`src/sv/dibpu_pkg.sv`:
```
// Shared types and codes for the DIB pixel unpacker.
// Holds the opcode, format, register and job-mode codes and the job/result records.
// Depends on nothing.
package dibpu_pkg;

	localparam int MAX_WIDTH_DEF     = 256;
	localparam int PALETTE_DEPTH_DEF = 256;

	localparam logic [1:0] OP_PAL_WR = 2'd0;
	localparam logic [1:0] OP_PIXEL  = 2'd1;
	localparam logic [1:0] OP_MASK   = 2'd2;

	localparam logic [2:0] FMT_1BPP   = 3'd0;
	localparam logic [2:0] FMT_4BPP   = 3'd1;
	localparam logic [2:0] FMT_8BPP   = 3'd2;
	localparam logic [2:0] FMT_555    = 3'd3;
	localparam logic [2:0] FMT_565    = 3'd4;
	localparam logic [2:0] FMT_24BPP  = 3'd5;
	localparam logic [2:0] FMT_32BPP  = 3'd6;
	localparam logic [2:0] FMT_UNUSED = 3'd7;

	localparam logic [1:0] REG_PIXEL_FORMAT = 2'd0;
	localparam logic [1:0] REG_IMAGE_WIDTH  = 2'd1;
	localparam logic [1:0] REG_IMAGE_HEIGHT = 2'd2;

	localparam logic KIND_COLOR = 1'b0;
	localparam logic KIND_ALPHA = 1'b1;

	localparam logic [2:0] MODE_PAL1   = 3'd0;
	localparam logic [2:0] MODE_PAL4   = 3'd1;
	localparam logic [2:0] MODE_PAL8   = 3'd2;
	localparam logic [2:0] MODE_DIRECT = 3'd3;
	localparam logic [2:0] MODE_MASK   = 3'd4;

	typedef struct packed {
		logic        wr;
		logic        kind;
		logic [2:0]  mode;
		logic [7:0]  col;
		logic [7:0]  row;
		logic [3:0]  cnt;
		logic [7:0]  data;
		logic [7:0]  pal_idx;
		logic [23:0] pal_rgb;
		logic [31:0] rgba;
	} job_t;

	typedef struct packed {
		logic        kind;
		logic [7:0]  col;
		logic [7:0]  row;
		logic [31:0] rgba;
		logic        last;
	} res_t;

endpackage

```
`src/sv/dibpu_decode.sv`:
```
// Input decode for the DIB pixel unpacker: row/mask byte positions, row counters, partial pixel.
// Turns each input transaction that writes the palette or has a result into one job for the lookup stage.
// Depends on dibpu_pkg.
module dibpu_decode #(
	parameter int MAX_WIDTH = dibpu_pkg::MAX_WIDTH_DEF
) (
	input  logic              clk,
	input  logic              arst_n,
	input  logic              in_valid,
	output logic              in_ready,
	input  logic [1:0]        opcode,
	input  logic [7:0]        palette_index,
	input  logic [7:0]        palette_first,
	input  logic [7:0]        palette_second,
	input  logic [7:0]        palette_third,
	input  logic [7:0]        data_byte,
	input  logic [2:0]        pixel_format,
	input  logic [8:0]        image_width,
	input  logic [8:0]        image_height,
	output logic              job_valid,
	output dibpu_pkg::job_t   job,
	input  logic              job_ready
);
	import dibpu_pkg::*;

	localparam int EFF_MAX = (MAX_WIDTH < 511) ? MAX_WIDTH : 511;
	localparam int POS_W   = $clog2(EFF_MAX * 4 + 1);
	localparam int BASE_W  = POS_W + 3;
	localparam int CW      = (BASE_W > 9) ? BASE_W + 1 : 10;
	localparam int DIV_S   = POS_W + 1;
	localparam int DIV_K   = (1 << DIV_S) / 3;
	localparam int PROD_W  = POS_W + DIV_S;

	logic [POS_W-1:0]  rbp_q, mbp_q;
	logic [7:0]        prc_q, mrc_q;
	logic [23:0]       part_q, part_d;

	logic [8:0]        w, h;
	logic [13:0]       bits;
	logic [14:0]       bsum;
	logic [9:0]        msum;
	logic [POS_W-1:0]  pstride, mstride;
	logic [POS_W-1:0]  p, mp, p_next, mp_next;
	logic [7:0]        r, mr;
	logic [8:0]        r_inc, mr_inc;
	logic [7:0]        prow, mrow;
	logic [CW-1:0]     base1, base4, base8, mbase, wl, lim2, lim3, lim4;
	logic [PROD_W-1:0] dprod;
	logic [POS_W-1:0]  q0, r0, q3, q4;
	logic [1:0]        k3, k4;
	logic              make, pix_step, mask_step;

	function automatic logic [3:0] fit_count(input logic [CW-1:0] base,
		input logic [CW-1:0] lim, input logic [3:0] most);
		logic [CW-1:0] rem;
		rem = lim - base;
		if (base >= lim)
			return 4'd0;
		if (rem > CW'(most))
			return most;
		return rem[3:0];
	endfunction

	always_comb begin
		w = image_width;
		if (image_width == 9'd0)
			w = 9'd1;
		else if (image_width > 9'(EFF_MAX))
			w = 9'(EFF_MAX);
		h = image_height;
		if (image_height == 9'd0)
			h = 9'd1;
		else if (image_height > 9'd256)
			h = 9'd256;
	end

	always_comb begin
		unique case (pixel_format)
			FMT_1BPP: bits = {5'd0, w};
			FMT_4BPP: bits = {3'd0, w, 2'd0};
			FMT_8BPP: bits = {2'd0, w, 3'd0};
			FMT_555, FMT_565: bits = {1'b0, w, 4'd0};
			FMT_24BPP: bits = {1'b0, w, 4'd0} + {2'd0, w, 3'd0};
			default: bits = {w, 5'd0};
		endcase
	end

	assign bsum    = {1'b0, bits} + 15'd31;
	assign pstride = POS_W'({bsum[14:5], 2'b00});
	assign msum    = {1'b0, w} + 10'd31;
	assign mstride = POS_W'({msum[9:5], 2'b00});

	assign p       = (rbp_q >= pstride) ? '0 : rbp_q;
	assign mp      = (mbp_q >= mstride) ? '0 : mbp_q;
	assign r       = ({1'b0, prc_q} >= h) ? 8'd0 : prc_q;
	assign mr      = ({1'b0, mrc_q} >= h) ? 8'd0 : mrc_q;
	assign prow    = 8'(h - 9'd1 - {1'b0, r});
	assign mrow    = 8'(h - 9'd1 - {1'b0, mr});
	assign p_next  = p + 1'b1;
	assign mp_next = mp + 1'b1;
	assign r_inc   = {1'b0, r} + 9'd1;
	assign mr_inc  = {1'b0, mr} + 9'd1;

	assign base1 = CW'({p, 3'b000});
	assign base4 = CW'({p, 1'b0});
	assign base8 = CW'(p);
	assign mbase = CW'({mp, 3'b000});
	assign wl    = CW'(w);
	assign lim2  = CW'({w, 1'b0});
	assign lim3  = CW'({w, 1'b0}) + CW'(w);
	assign lim4  = CW'({w, 2'b00});

	// divide the byte position by three: reciprocal product, then one correction
	assign dprod = PROD_W'(p) * PROD_W'(DIV_K);
	assign q0    = dprod[PROD_W-1:DIV_S];
	assign r0    = p - (q0 + (q0 << 1));
	always_comb begin
		if (r0 >= POS_W'(3)) begin
			q3 = q0 + 1'b1;
			k3 = 2'(r0 - POS_W'(3));
		end else begin
			q3 = q0;
			k3 = r0[1:0];
		end
	end
	assign q4 = p >> 2;
	assign k4 = p[1:0];

	always_comb begin
		job         = '0;
		part_d      = part_q;
		job.data    = data_byte;
		job.pal_idx = palette_index;
		job.pal_rgb = {palette_first, palette_second, palette_third};
		job.row     = prow;
		job.kind    = KIND_COLOR;
		unique case (opcode)
			OP_PAL_WR: begin
				job.wr = 1'b1;
			end
			OP_PIXEL: begin
				unique case (pixel_format)
					FMT_1BPP: begin
						job.mode = MODE_PAL1;
						job.col  = base1[7:0];
						job.cnt  = fit_count(base1, wl, 4'd8);
					end
					FMT_4BPP: begin
						job.mode = MODE_PAL4;
						job.col  = base4[7:0];
						job.cnt  = fit_count(base4, wl, 4'd2);
					end
					FMT_8BPP: begin
						job.mode = MODE_PAL8;
						job.col  = base8[7:0];
						job.cnt  = fit_count(base8, wl, 4'd1);
					end
					FMT_555, FMT_565: begin
						job.mode = MODE_DIRECT;
						job.col  = 8'(p >> 1);
						if (CW'(p) < lim2) begin
							if (!p[0]) begin
								part_d = {16'd0, data_byte};
							end else begin
								job.cnt = 4'd1;
								if (pixel_format == FMT_555)
									job.rgba = {data_byte[6:2], data_byte[6:4],
										data_byte[1:0], part_q[7:5], data_byte[1:0], part_q[7],
										part_q[4:0], part_q[4:2], 8'hff};
								else
									job.rgba = {data_byte[7:3], data_byte[7:5],
										data_byte[2:0], part_q[7:5], data_byte[2:1],
										part_q[4:0], part_q[4:2], 8'hff};
							end
						end
					end
					FMT_24BPP: begin
						job.mode = MODE_DIRECT;
						job.col  = 8'(q3);
						if (CW'(p) < lim3) begin
							unique case (k3)
								2'd0: part_d = {16'd0, data_byte};
								2'd1: part_d = part_q | {8'd0, data_byte, 8'd0};
								default: begin
									job.cnt  = 4'd1;
									job.rgba = {part_q[7:0], part_q[15:8], data_byte, 8'hff};
								end
							endcase
						end
					end
					FMT_32BPP: begin
						job.mode = MODE_DIRECT;
						job.col  = 8'(q4);
						if (CW'(p) < lim4) begin
							unique case (k4)
								2'd0: part_d = {16'd0, data_byte};
								2'd1: part_d = part_q | {8'd0, data_byte, 8'd0};
								2'd2: part_d = part_q | {data_byte, 16'd0};
								default: begin
									job.cnt  = 4'd1;
									job.rgba = {part_q[7:0], part_q[15:8], part_q[23:16],
										data_byte};
								end
							endcase
						end
					end
					default: ;
				endcase
			end
			OP_MASK: begin
				if (pixel_format != FMT_32BPP && pixel_format != FMT_UNUSED) begin
					job.mode = MODE_MASK;
					job.kind = KIND_ALPHA;
					job.row  = mrow;
					job.col  = mbase[7:0];
					job.cnt  = fit_count(mbase, wl, 4'd8);
				end
			end
			default: ;
		endcase
	end

	assign make      = job.wr || (job.cnt != 4'd0);
	assign job_valid = in_valid && make;
	assign in_ready  = job_ready;
	assign pix_step  = (opcode == OP_PIXEL) && (pixel_format != FMT_UNUSED);
	assign mask_step = (opcode == OP_MASK) && (pixel_format != FMT_32BPP)
		&& (pixel_format != FMT_UNUSED);

	always_ff @(posedge clk or negedge arst_n) begin
		if (!arst_n) begin
			rbp_q  <= '0;
			mbp_q  <= '0;
			prc_q  <= 8'd0;
			mrc_q  <= 8'd0;
			part_q <= 24'd0;
		end else if (in_valid && in_ready) begin
			if (pix_step) begin
				part_q <= part_d;
				if (p_next >= pstride) begin
					rbp_q <= '0;
					prc_q <= (r_inc >= h) ? 8'd0 : r_inc[7:0];
				end else begin
					rbp_q <= p_next;
					prc_q <= r;
				end
			end
			if (mask_step) begin
				if (mp_next >= mstride) begin
					mbp_q <= '0;
					mrc_q <= (mr_inc >= h) ? 8'd0 : mr_inc[7:0];
				end else begin
					mbp_q <= mp_next;
					mrc_q <= mr;
				end
			end
		end
	end

endmodule

```
`config.mk`:
```
export PLATFORM = sky130hd
export DESIGN_NAME = dibpu_decode
export DESIGN_NICKNAME = d
export VERILOG_FILES = /design/src/sv/dibpu_pkg.sv /design/src/sv/dibpu_decode.sv
export SDC_FILE = /design/constraint.sdc
export NUM_CORES = 1
export LEC_CHECK = 0
export ABC_CLOCK_PERIOD_IN_PS = 16030
export BUFFER_PORTS_ARGS = -buffer_cell sky130_fd_sc_hd__buf_2
export CORE_MARGIN = 2
export CORE_UTILIZATION = 45
export DETAILED_ROUTE_END_ITERATION = 8
export MAX_ROUTING_LAYER = met4
export PLACE_DENSITY = 0.67
export SETUP_SLACK_MARGIN = 0.2
export SLEW_MARGIN = 10
export SYNTH_ARGS = -nofsm -noshare
export SYNTH_HDL_FRONTEND = slang
export SYNTH_SLANG_ARGS = --single-unit
export TNS_END_PERCENT = 30
```
`constraint.sdc`:
```
create_clock -name clk -period 16.03 [get_ports clk]
set_input_delay 1.603 -clock clk [delete_from_list [all_inputs] [get_ports clk]]
set_output_delay 1.603 -clock clk [all_outputs]
set_load 0.02 [all_outputs]
```
### After elaboration in Yosys (flattened, before gate mapping)

Index checks and enable logic that the tools add are counted.

| storage, ports and cells | value |
|---|---|
| register bits after elaboration | 62 |
| latch bits | 0 |
| bits in writable memories | 0 |
| bits in read-only memories | 0 |
| input bits | 67 |
| word-level logic and storage cells | 180 |
| memories kept | 0 |

| operators by class | value |
|---|---|
| add/sub/neg operators | 19 |
| $mul | 1 |
| divide/modulo/power cells | 0 |
| $lt $le $gt $ge | 22 |
| equality and inequality tests | 19 |
| shift-type cells | 0 |
| mux-type cells | 91 |
| bitwise gates (word level) | 2 |
| reductions and logical operators | 21 |

Operator list:

| operator | count |
|---|---|
| 32-bit two-way mux | 8 |
| 24-bit one-hot mux with 3 select lines | 2 |
| 24-bit two-way mux | 5 |
| 32-bit one-hot mux with 3 select lines | 1 |
| 14-bit one-hot mux with 5 select lines | 1 |
| 4-bit two-way mux | 16 |
| 8-bit two-way mux | 8 |
| 10-bit one-hot mux with 6 select lines | 1 |
| 24-bit one-hot mux with 2 select lines | 1 |
| 11-bit two-way mux | 4 |
| 1-bit two-way mux | 36 |
| 9-bit two-way mux | 4 |
| 15-bit by 4-bit > comparator with 1-bit output (second input constant) | 2 |
| 9-bit by 14-bit subtractor with 15-bit output | 2 |
| 14-bit by 9-bit >= comparator with 1-bit output | 2 |
| 24-bit by 16-bit OR with 24-bit output | 1 |
| 24-bit OR | 1 |
| 4-bit one-hot mux with 6 select lines | 1 |
| 11-bit by 1-bit adder with 11-bit output (second input constant) | 2 |
| 11-bit >= comparator | 2 |
| 11-bit by 7-bit >= comparator with 1-bit output | 2 |
| 11-bit less-than comparator | 2 |
| 11-bit by 11-bit multiplier with 22-bit output (second input constant) | 1 |
| 11-bit one-hot mux with 2 select lines | 1 |
| 43 further kinds | 69 |

### Logic depth before layout (Yosys ltp)

Gate-level depths: netlist of the first run.

| depth | value |
|---|---|
| depth in word-level cells | 22 |
| depth in mapped cells | 67 |

### Worst setup path after synthesis of the first run

OpenSTA, ideal clock, no wires.

| path | value |
|---|---|
| path type | input -> output |
| from | input port image_width[8] |
| to | output port job[16] (netlist bit) |
| arrival | 15168 ps |
| data required time | 14427 ps |
| slack | -741 ps |
| stages | 62 |
| path buffers | 8 |
| cells stage by stage | buf_4 -> buf_2 -> buf_1 -> nor2_1 -> inv_1 -> fa_1 -> nor2b_1 -> o21ai_1 -> a21o_1 -> a211o_1 -> buf_6 -> or3_1 -> nor2_1 -> nand2b_1 -> nor2_1 -> a221oi_1 -> ha_1 -> nand4_1 -> (+26 left out) -> inv_1 -> fa_1 -> ha_1 -> a21oi_1 -> o21ai_0 -> o41ai_1 -> o21bai_1 -> a21oi_1 -> xnor3_1 -> xnor2_2 -> o311ai_2 -> nor3b_4 -> mux2i_1 -> or2_1 -> clkbuf_1 -> clkbuf_1 -> a21oi_1 -> nor2_1 |

RTL lines:

| what | line | RTL |
|---|---|---|
| from (decl) | dibpu_decode.sv:18 | `input logic [8:0] image_width,` |
| to (decl) | dibpu_decode.sv:21 | `output dibpu_pkg::job_t job,` |

==> results.txt, run 1 <==
----------------------------------------------------
[Die]
  Floorplan die area ... 31,400 um^2
  IO Pins ... 166
  Site Rows ... 63
  Die W ... 177 um
  Die height ... 177 um
  Core region area ... 29,600 um^2
  Starting density of the core ... 45.7%

[Placed design]
  IO buf count ... 101
  Last weighted congestion value of the routability-driven placer ... 1.01
  Detailed placer's ending HPWL ... 35.0 mm

[Cells and area]
  Number of antenna repair diodes ... 0
  Filler Cells Inserted ... 2,785
  Number of nets in the finished design ... 2,207
  Area overhead of the layout relative to synthesis ... 18.1%
  Share of final-layout standard cells stronger than drive strength 1 ... 20.3%

[Hold path]
  Class of the tightest hold or removal check ... reg2reg
  Number of instances on the worst hold path ... 1

[Logic synthesis]
  Instance count of the mapped netlist ... 1,759
  Async set or reset register ratio after synthesis ... 100%
  Most frequent cell after synthesis ... ha_1
  Leading cell types by total area after synthesis ... ha_1, dfrtp_1, nand2_1
  Primary FF master, synth ... dfrtp_1
  Synthesized cell area ... 13,500 um^2
  Area leader, netlist ... ha_1
  Proportion of synthesized chip area in sequential cells ... 11.5%
  Top-area cell type share of the netlist area ... 21.8%
  Mapped Avg Cell Area ... 7.68 um^2
  Number of synthesized flops with an enable pin ... 0
  YS warnings ... 0
  Synthesis-stage register bit count ... 62
  Distinct cell type count after synthesis ... 101
  Top cell types by occurrence after synthesis ... ha_1, nand2_1, nor2_1

[Detailed routing]
  Per-cell routed wire length ... 20.1 um
  Per-cell via count in the routed design ... 6.06
  Final routed DRC violation total ... 0
  WL final ... 45.5 mm
  Remaining antenna violation count ... 0
  Overall via count from detail_route ... 13,700
  Number of iterations in the first detailed-routing pass ... 6
  1st-iter DRT viols ... 1,241

[STA]
  Final TNS setup ... 0 ps
  Number of pins exceeding their max-slew limit in the final report ... 0
  Slew margin rel. ... 12.0%
  Share of the clock period used by the worst path ... 98.9%
  Final critical-path required period ... 15,850 ps
  Achievable Freq ... 63.1 MHz
  Number of hold-slack violations in the final timing report ... 0
  Number of failing setup endpoints in the final timing report ... 0
  Final worst clock skew ... 15.6 ps
  RSZ-0062 raised after global routing ... yes
  Tightest hold margin ... 486 ps
  Actual transition at the worst max-transition pin ... 1320 ps

[Job]
  Maxcap violations ... 0

[Clocking]
  H-Tree Depth ... 3
  Clock latency at the later pin of the worst-skew pair ... 350 ps
  Clock root buffer ... clkbuf_16
  Clock transition at the registers of the reported paths ... 60 ps
  Number of sinks handled by clock tree synthesis ... 62
  # hold bufs at CTS ... 0
  CTS tree ... built
  Number of buffers on the longest clock path ... 2
  CTS buffer count ... 9

[Global routing]
  Antenna violations before repair ... 0
  Vias in the first global route ... 13,300
  Maximum number of pins on one net before global-route repair ... 63
  Combined global-route utilization of all metal layers ... 29.5%
  First-pass GRT wire length ... 71.2 mm
  Remaining global-route overflow ... 0

[Critical path]
  Crit start category ... input pin
  Largest fanout of any net on the critical path ... 8
  Critical Path Stages ... 61
  Slowest cell delay on critical path ... 560 ps
  Bufs and invs on worst path ... 11
  Arrival time worst endpoint ... 14,240 ps
  Number of cells on the worst reg-to-reg path ... 41
  Type of the setup path with the least slack ... in2out
  Most repeated library cell on the critical path ... fa_1
  Worst path slowest cell ... fa_1
  Gate family responsible for the most delay along the worst path ... adder cells
  Required time worst endpoint ... 14,430 ps
  Crit path capture type ... primary output

[Pwr]
  Worst voltage drop across the vdd grid ... 0.0656 mV
  Total leakage power ... 7.61 nW
  Power density over the cells ... 95.3 nW/um^2

[Outcome]
  Result of the run ... complete, no violations

----------------------------------------------------
[routing by layer]
layer	up-vias	track usage [%]	wire length (um)
met5	-	-	0
met3	117	3.82	3210
met2	574	46.7	20700
li1	6473	-	-
met4	0	10.1	1590
met1	6553	38.7	20000
[layout by cell type, fill, tap and decap left out, types with 21 or more instances in the layout]
cell | netlist | layout
nor3_1 | 28 | 28
o21ai_0 | 88 | 82
a21oi_1 | 139 | 120
inv_1 | 131 | 122
nor2_2 | 8 | 21
dfrtp_1 | 62 | 62
mux2i_1 | 24 | 24
buf_2 | 8 | 65
xor2_1 | 26 | 22
nand3_1 | 30 | 30
fa_1 | 36 | 34
nand2_1 | 195 | 188
and2_1 | 23 | 22
nor2b_1 | 26 | 26
ha_1 | 235 | 214
a21o_1 | 48 | 48
buf_4 | 50 | 117
nor2_1 | 146 | 127
xnor2_1 | 57 | 55
[power breakdown]
part | internal [mW] | total (mW) | switching, mW
clock network | 0.138 | 0.224 | 0.0853
logic | 0.450 | 1.05 | 0.599
registers | 0.195 | 0.247 | 0.0515
[worst register-to-register path: cells and delay by family, from the launching register on]
family,cells,cell delay [ps]
AO/OA/AOI/OAI,16,3940
XOR/XNOR,3,620
adder cells (fa/ha/maj),9,3460
buffers and inverters,4,570
flip-flops,1,660
multiplexers,1,630
AND/OR/NAND/NOR,8,1550
[flip-flops by register name, indices dropped and copies added (netlist names)]
register and count:
mbp_q 11, part_q 24, prc_q 8, rbp_q 11, mrc_q 8
[layout make-up]
| cell class | count | area, um^2 | share of cell area (%) |
|---|---|---|---|
| Tap cell | 390 | 488 | 3.06 |
| Multi-Input combinational cell | 1447 | 11500 | 72.1 |
| Clock inverter | 7 | 104 | 0.651 |
| Sequential cell | 62 | 1550 | 9.73 |
| Clock buffer | 9 | 225 | 1.41 |
| Inverter | 140 | 536 | 3.36 |
| Timing Repair Buffer | 209 | 1550 | 9.73 |
[cells by family (layout without fill, tap and decap cells)]
family / after synthesis / after routing / share of synthesized area, %
and+or+nand+nor: 574 / 574 / 20.5
AOI/OAI and AO/OA: 483 / 483 / 24.2
adders and majority gates: 274 / 274 / 27.3
buffers and inverters: 251 / 365 / 8.50
xor gates and xnor gates: 85 / 85 / 5.67
DFF: 62 / 62 / 11.5
muxes: 29 / 29 / 2.20
other: 1 / 2 / 0.0278
[stage by stage]
step,cell area (um^2),worst slack [ps],utilization [%],std cells,total power [mW]
global placement,14600,-132,49.5,2221,1.16
CTS,15500,201,52.3,2253,1.47
global route,15900,-320,53.9,2264,1.65
finish,15900,183,53.9,2264,1.52
floorplan,13600,216,-,1760,0.937
detailed placement,14600,-403,49.5,2221,1.18
[path summary, 6_finish.rpt]
kind / start / endpoint / slack (ps)
worst max-delay path: image_width[8] / job[24] / 180
worst min register to register: mbp_q[10] / mbp_q[10] / 490
worst max register to register: rbp_q[3] / part_q[19] / 4480
max in group asynchronous: arst_n / rbp_q[2] / 14030
worst min-delay path: mbp_q[10] / mbp_q[10] / 490
min in group asynchronous: arst_n / part_q[20] / 1420
[repair_timing]
action,in CTS,in global routing
gates cloned,1,0
setup buffers,15,11
endpoints found under the setup margin,42,42
gates resized for setup,72,104
pin swaps,43,59
hold endpoints to repair,0,0
Note: power is estimated with default switching activity, not from simulation.
==> run 2, diff against run 1 <==
--- a/config.mk
+++ b/config.mk
@@ -8,10 +8,9 @@
 export ABC_CLOCK_PERIOD_IN_PS = 16030
 export BUFFER_PORTS_ARGS = -buffer_cell sky130_fd_sc_hd__buf_2
 export CORE_MARGIN = 2
-export CORE_UTILIZATION = 45
+export CORE_UTILIZATION = 40
 export DETAILED_ROUTE_END_ITERATION = 8
 export MAX_ROUTING_LAYER = met4
-export PLACE_DENSITY = 0.67
 export SETUP_SLACK_MARGIN = 0.2
 export SLEW_MARGIN = 10
 export SYNTH_ARGS = -nofsm -noshare
==> run 2 against run 1 <==
Non-clock buffer count up 52; sequential share of layout area down 0.32 points; register-to-register slack better by 110 ps; clock-buffer cell count up 1; clock power down 4%; die area up 12%; design area up 3.4%; critical path type unchanged; utilization down 4.5 points; sequential cell count unchanged; clock skew down 3.4 ps; hold slack better by 6.9 ps; highest routed layer unchanged.
==> results.txt, run 2 (synthesized netlist as in run 1, its figures left out) <==
----------------------------------------------------
[Cells and area]
  Number of nets in the finished design ... 2,259 (+2.4%)
  Share of final-layout standard cells stronger than drive strength 1 ... 23.9% (+3.6 points)
  Most frequent standard cell in the layout excluding fill and tap cells ... ha_1
  Register with the most flip-flops ... part_q
  Leading cell types in the layout, fill and taps excluded ... ha_1, nand2_1, buf_4
  Final cell utilization of the core ... 49.4% (-4.5 points)
  Filler Cells Inserted ... 3,314 (+19%)
  Number of antenna repair diodes ... 0 (unchanged)
  Regs by FF count ... part_q x24, mbp_q x11, rbp_q x11
  Flip-flop count of the largest register, all copies and words added ... 24 (unchanged)
  Non-filler instance count after layout ... 2,374 (+4.9%)
  Area overhead of the layout relative to synthesis ... 22.1%

[Pwr]
  Logic pwr share ... 70.9% (+1.9 points)
  Proportion of power drawn by the clock network ... 13.6% (-1.1 points)
  Power density over the cells ... 96.2 nW/um^2 (+0.95%)
  Net switching fraction of the power ... 46.8% (-1.6 points)
  Total leakage power ... 7.87 nW (+3.3%)
  Total net switching power ... 742 uW (+0.89%)
  Sum of internal, switching and leakage power ... 1.59 mW (+4.4%)
  Internal Pwr Total ... 844 uW (+7.7%)
  Sequential group share of total power ... 15.5% (-0.8 points)
  Worst voltage drop across the vdd grid ... 0.0549 mV (-16%)

[Detailed routing]
  Number of iterations in the first detailed-routing pass ... 8 (+2)
  Top layer used by detailed routing ... met4
  Final routed DRC violation total ... 0 (unchanged)
  Remaining antenna violation count ... 0 (unchanged)
  WL final ... 45.7 mm (+0.45%)
  Met2 WL ... 20.4 mm (-1.7%)
  Overall via count from detail_route ... 13,600 (-0.79%)
  Met3 Routed Length ... 2.63 mm (-18%)
  Per-cell via count in the routed design ... 5.73 (-5.4%)
  Per-cell routed wire length ... 19.3 um (-4.2%)
  Post-route met1 wirelength ... 21.2 mm (+5.9%)
  1st-iter DRT viols ... 1,141 (-8.1%)

[Placed design]
  Placed cell count ... 2,338 (+5.3%)
  Last weighted congestion value of the routability-driven placer ... 0.978 (-2.8%)
  Worst slack at placement ... -104 ps (+300 ps)
  IO buf count ... 101 (unchanged)
  Detailed placer's ending HPWL ... 35.9 mm (+2.6%)

[Global routing]
  Combined global-route utilization of all metal layers ... 26.2% (-3.3 points)
  First-pass GRT wire length ... 72.4 mm (+1.6%)
  Antenna violations before repair ... 0 (unchanged)
  Maximum number of pins on one net before global-route repair ... 63 (unchanged)
  Vias in the first global route ... 13,100 (-1.4%)
  Remaining global-route overflow ... 0 (unchanged)

[Die]
  IO Pins ... 166 (unchanged)
  Die height ... 188 um (+5.9%)
  Site Rows ... 67 (+6.3%)
  Core region area ... 33,400 um^2 (+13%)
  Floorplan die area ... 35,300 um^2 (+12%)
  Starting density of the core ... 40.5% (-5.2 points)
  Die W ... 188 um (+5.9%)

[STA]
  Tightest hold margin ... 493 ps (+6.94 ps)
  Number of failing setup endpoints in the final timing report ... 0 (unchanged)
  Final worst clock skew ... 12.2 ps (-3.38 ps)
  Share of the clock period used by the worst path ... 97.8% (-1.0 points)
  Number of hold-slack violations in the final timing report ... 0 (unchanged)
  Number of pins exceeding their max-slew limit in the final report ... 0 (unchanged)
  Final critical-path required period ... 15,680 ps (-168 ps)
  Actual transition at the worst max-transition pin ... 1250 ps (-65.7 ps)
  Slew margin rel. ... 16.4% (+4.4 points)
  RSZ-0062 raised after global routing ... yes
  Final WS setup ... 350 ps (+168 ps)
  Achievable Freq ... 63.8 MHz (+1.1%)

[Critical path]
  Worst path slowest cell ... fa_1
  Slowest cell delay on critical path ... 540 ps (-20 ps)
  Crit start category ... input pin
  Arrival time worst endpoint ... 14,080 ps (-160 ps)
  Type of the setup path with the least slack ... in2out
  Required time worst endpoint ... 14,430 ps (about the same)
  Most repeated library cell on the critical path ... inv_2
  Largest fanout of any net on the critical path ... 8 (unchanged)
  Crit path capture type ... primary output

[Hold path]
  Class of the tightest hold or removal check ... reg2reg

[Clocking]
  Number of buffers on the longest clock path ... 2 (unchanged)
  Clock transition at the registers of the reported paths ... 50 ps (about the same)
  Clock root buffer ... clkbuf_16
  CTS buffer count ... 9 (unchanged)
  # hold bufs at CTS ... 0 (unchanged)
  Clock latency at the later pin of the worst-skew pair ... 340 ps (about the same)
  CTS tree ... built
  H-Tree Depth ... 3 (unchanged)
  Number of sinks handled by clock tree synthesis ... 62 (unchanged)

[Outcome]
  Result of the run ... complete, no violations

[Job]
  Maxcap violations ... 0 (unchanged)

----------------------------------------------------
[run 2: cell types whose count changed in the layout (fill, tap and decap cells not counted), sizes merged]
cell,delta
clkinvlp,+2
clkbuf,+1
buf,+52
inv,-3
[run 2: layer usage]
metal / track usage [%] / vias up
li1: - / 6579
met1: 35.8 / 6508
met2: 40.9 / 436
met3: 2.77 / 86
met4: 7.81 / 0
met5: - / -
[run 2: worst max-delay path: cells and delay by family]
kind            cells  cell delay, ps
fa+ha+maj          11            3720
simple gates       15            2990
compound gates     17            3140
mux                 1             390
buf+inv            14            1420
xor+xnor            4             780
[run 2: worst paths after layout]
| check | startpoint | endpoint | slack, ps | depth (start not counted) |
|---|---|---|---|---|
| max in group asynchronous | arst_n | mbp_q[6] | 14040 | 2 |
| hold reg to reg | mbp_q[10] | mbp_q[10] | 490 | 1 |
| setup reg to reg | rbp_q[3] | part_q[17] | 4590 | 44 |
| min in group asynchronous | arst_n | part_q[22] | 1420 | 2 |
| hold / removal | mbp_q[10] | mbp_q[10] | 490 | 1 |
| setup / recovery | image_width[2] | job[26] | 350 | 62 |
[run 2: repair_timing]
item	CTS	global route
cloned	2	0
setup buffers	14	4
pin swaps	10	63
resized for setup	22	168
hold endpoints to repair	0	0
setup endpoints to repair	39	49
[run 2: layout make-up]
class | count | area [um^2] | share of cell area [%]
sequential | 62 | 1550 | 9.41
tap | 448 | 561 | 3.40
clock inverter | 6 | 85.1 | 0.516
inverter | 140 | 531 | 3.22
multi-input combinational | 1447 | 11600 | 70.3
timing repair buffer | 261 | 1940 | 11.7
clock buffer | 10 | 239 | 1.45
[run 2: power groups by stage]
stage / combinational (mW) / sequential (mW) / clock, mW
5_1_grt: 1.24 / 0.251 / 0.226
3_5_place_dp: 0.990 / 0.244 / 0
3_3_place_gp: 0.973 / 0.245 / 0
6_report: 1.12 / 0.246 / 0.216
2_1_floorplan: 0.716 / 0.221 / 0
4_1_cts: 1.03 / 0.242 / 0.219
[run 2: stage by stage]
| step | setup TNS [ps] | instance area [um^2] |
|---|---|---|
| after floorplan | 0 | 13600 |
| after global placement | 0 | 15200 |
| after detailed placement | -1720 | 15200 |
| after CTS | 0 | 15700 |
| after global routing | -5560 | 16500 |
| final | 0 | 16500 |
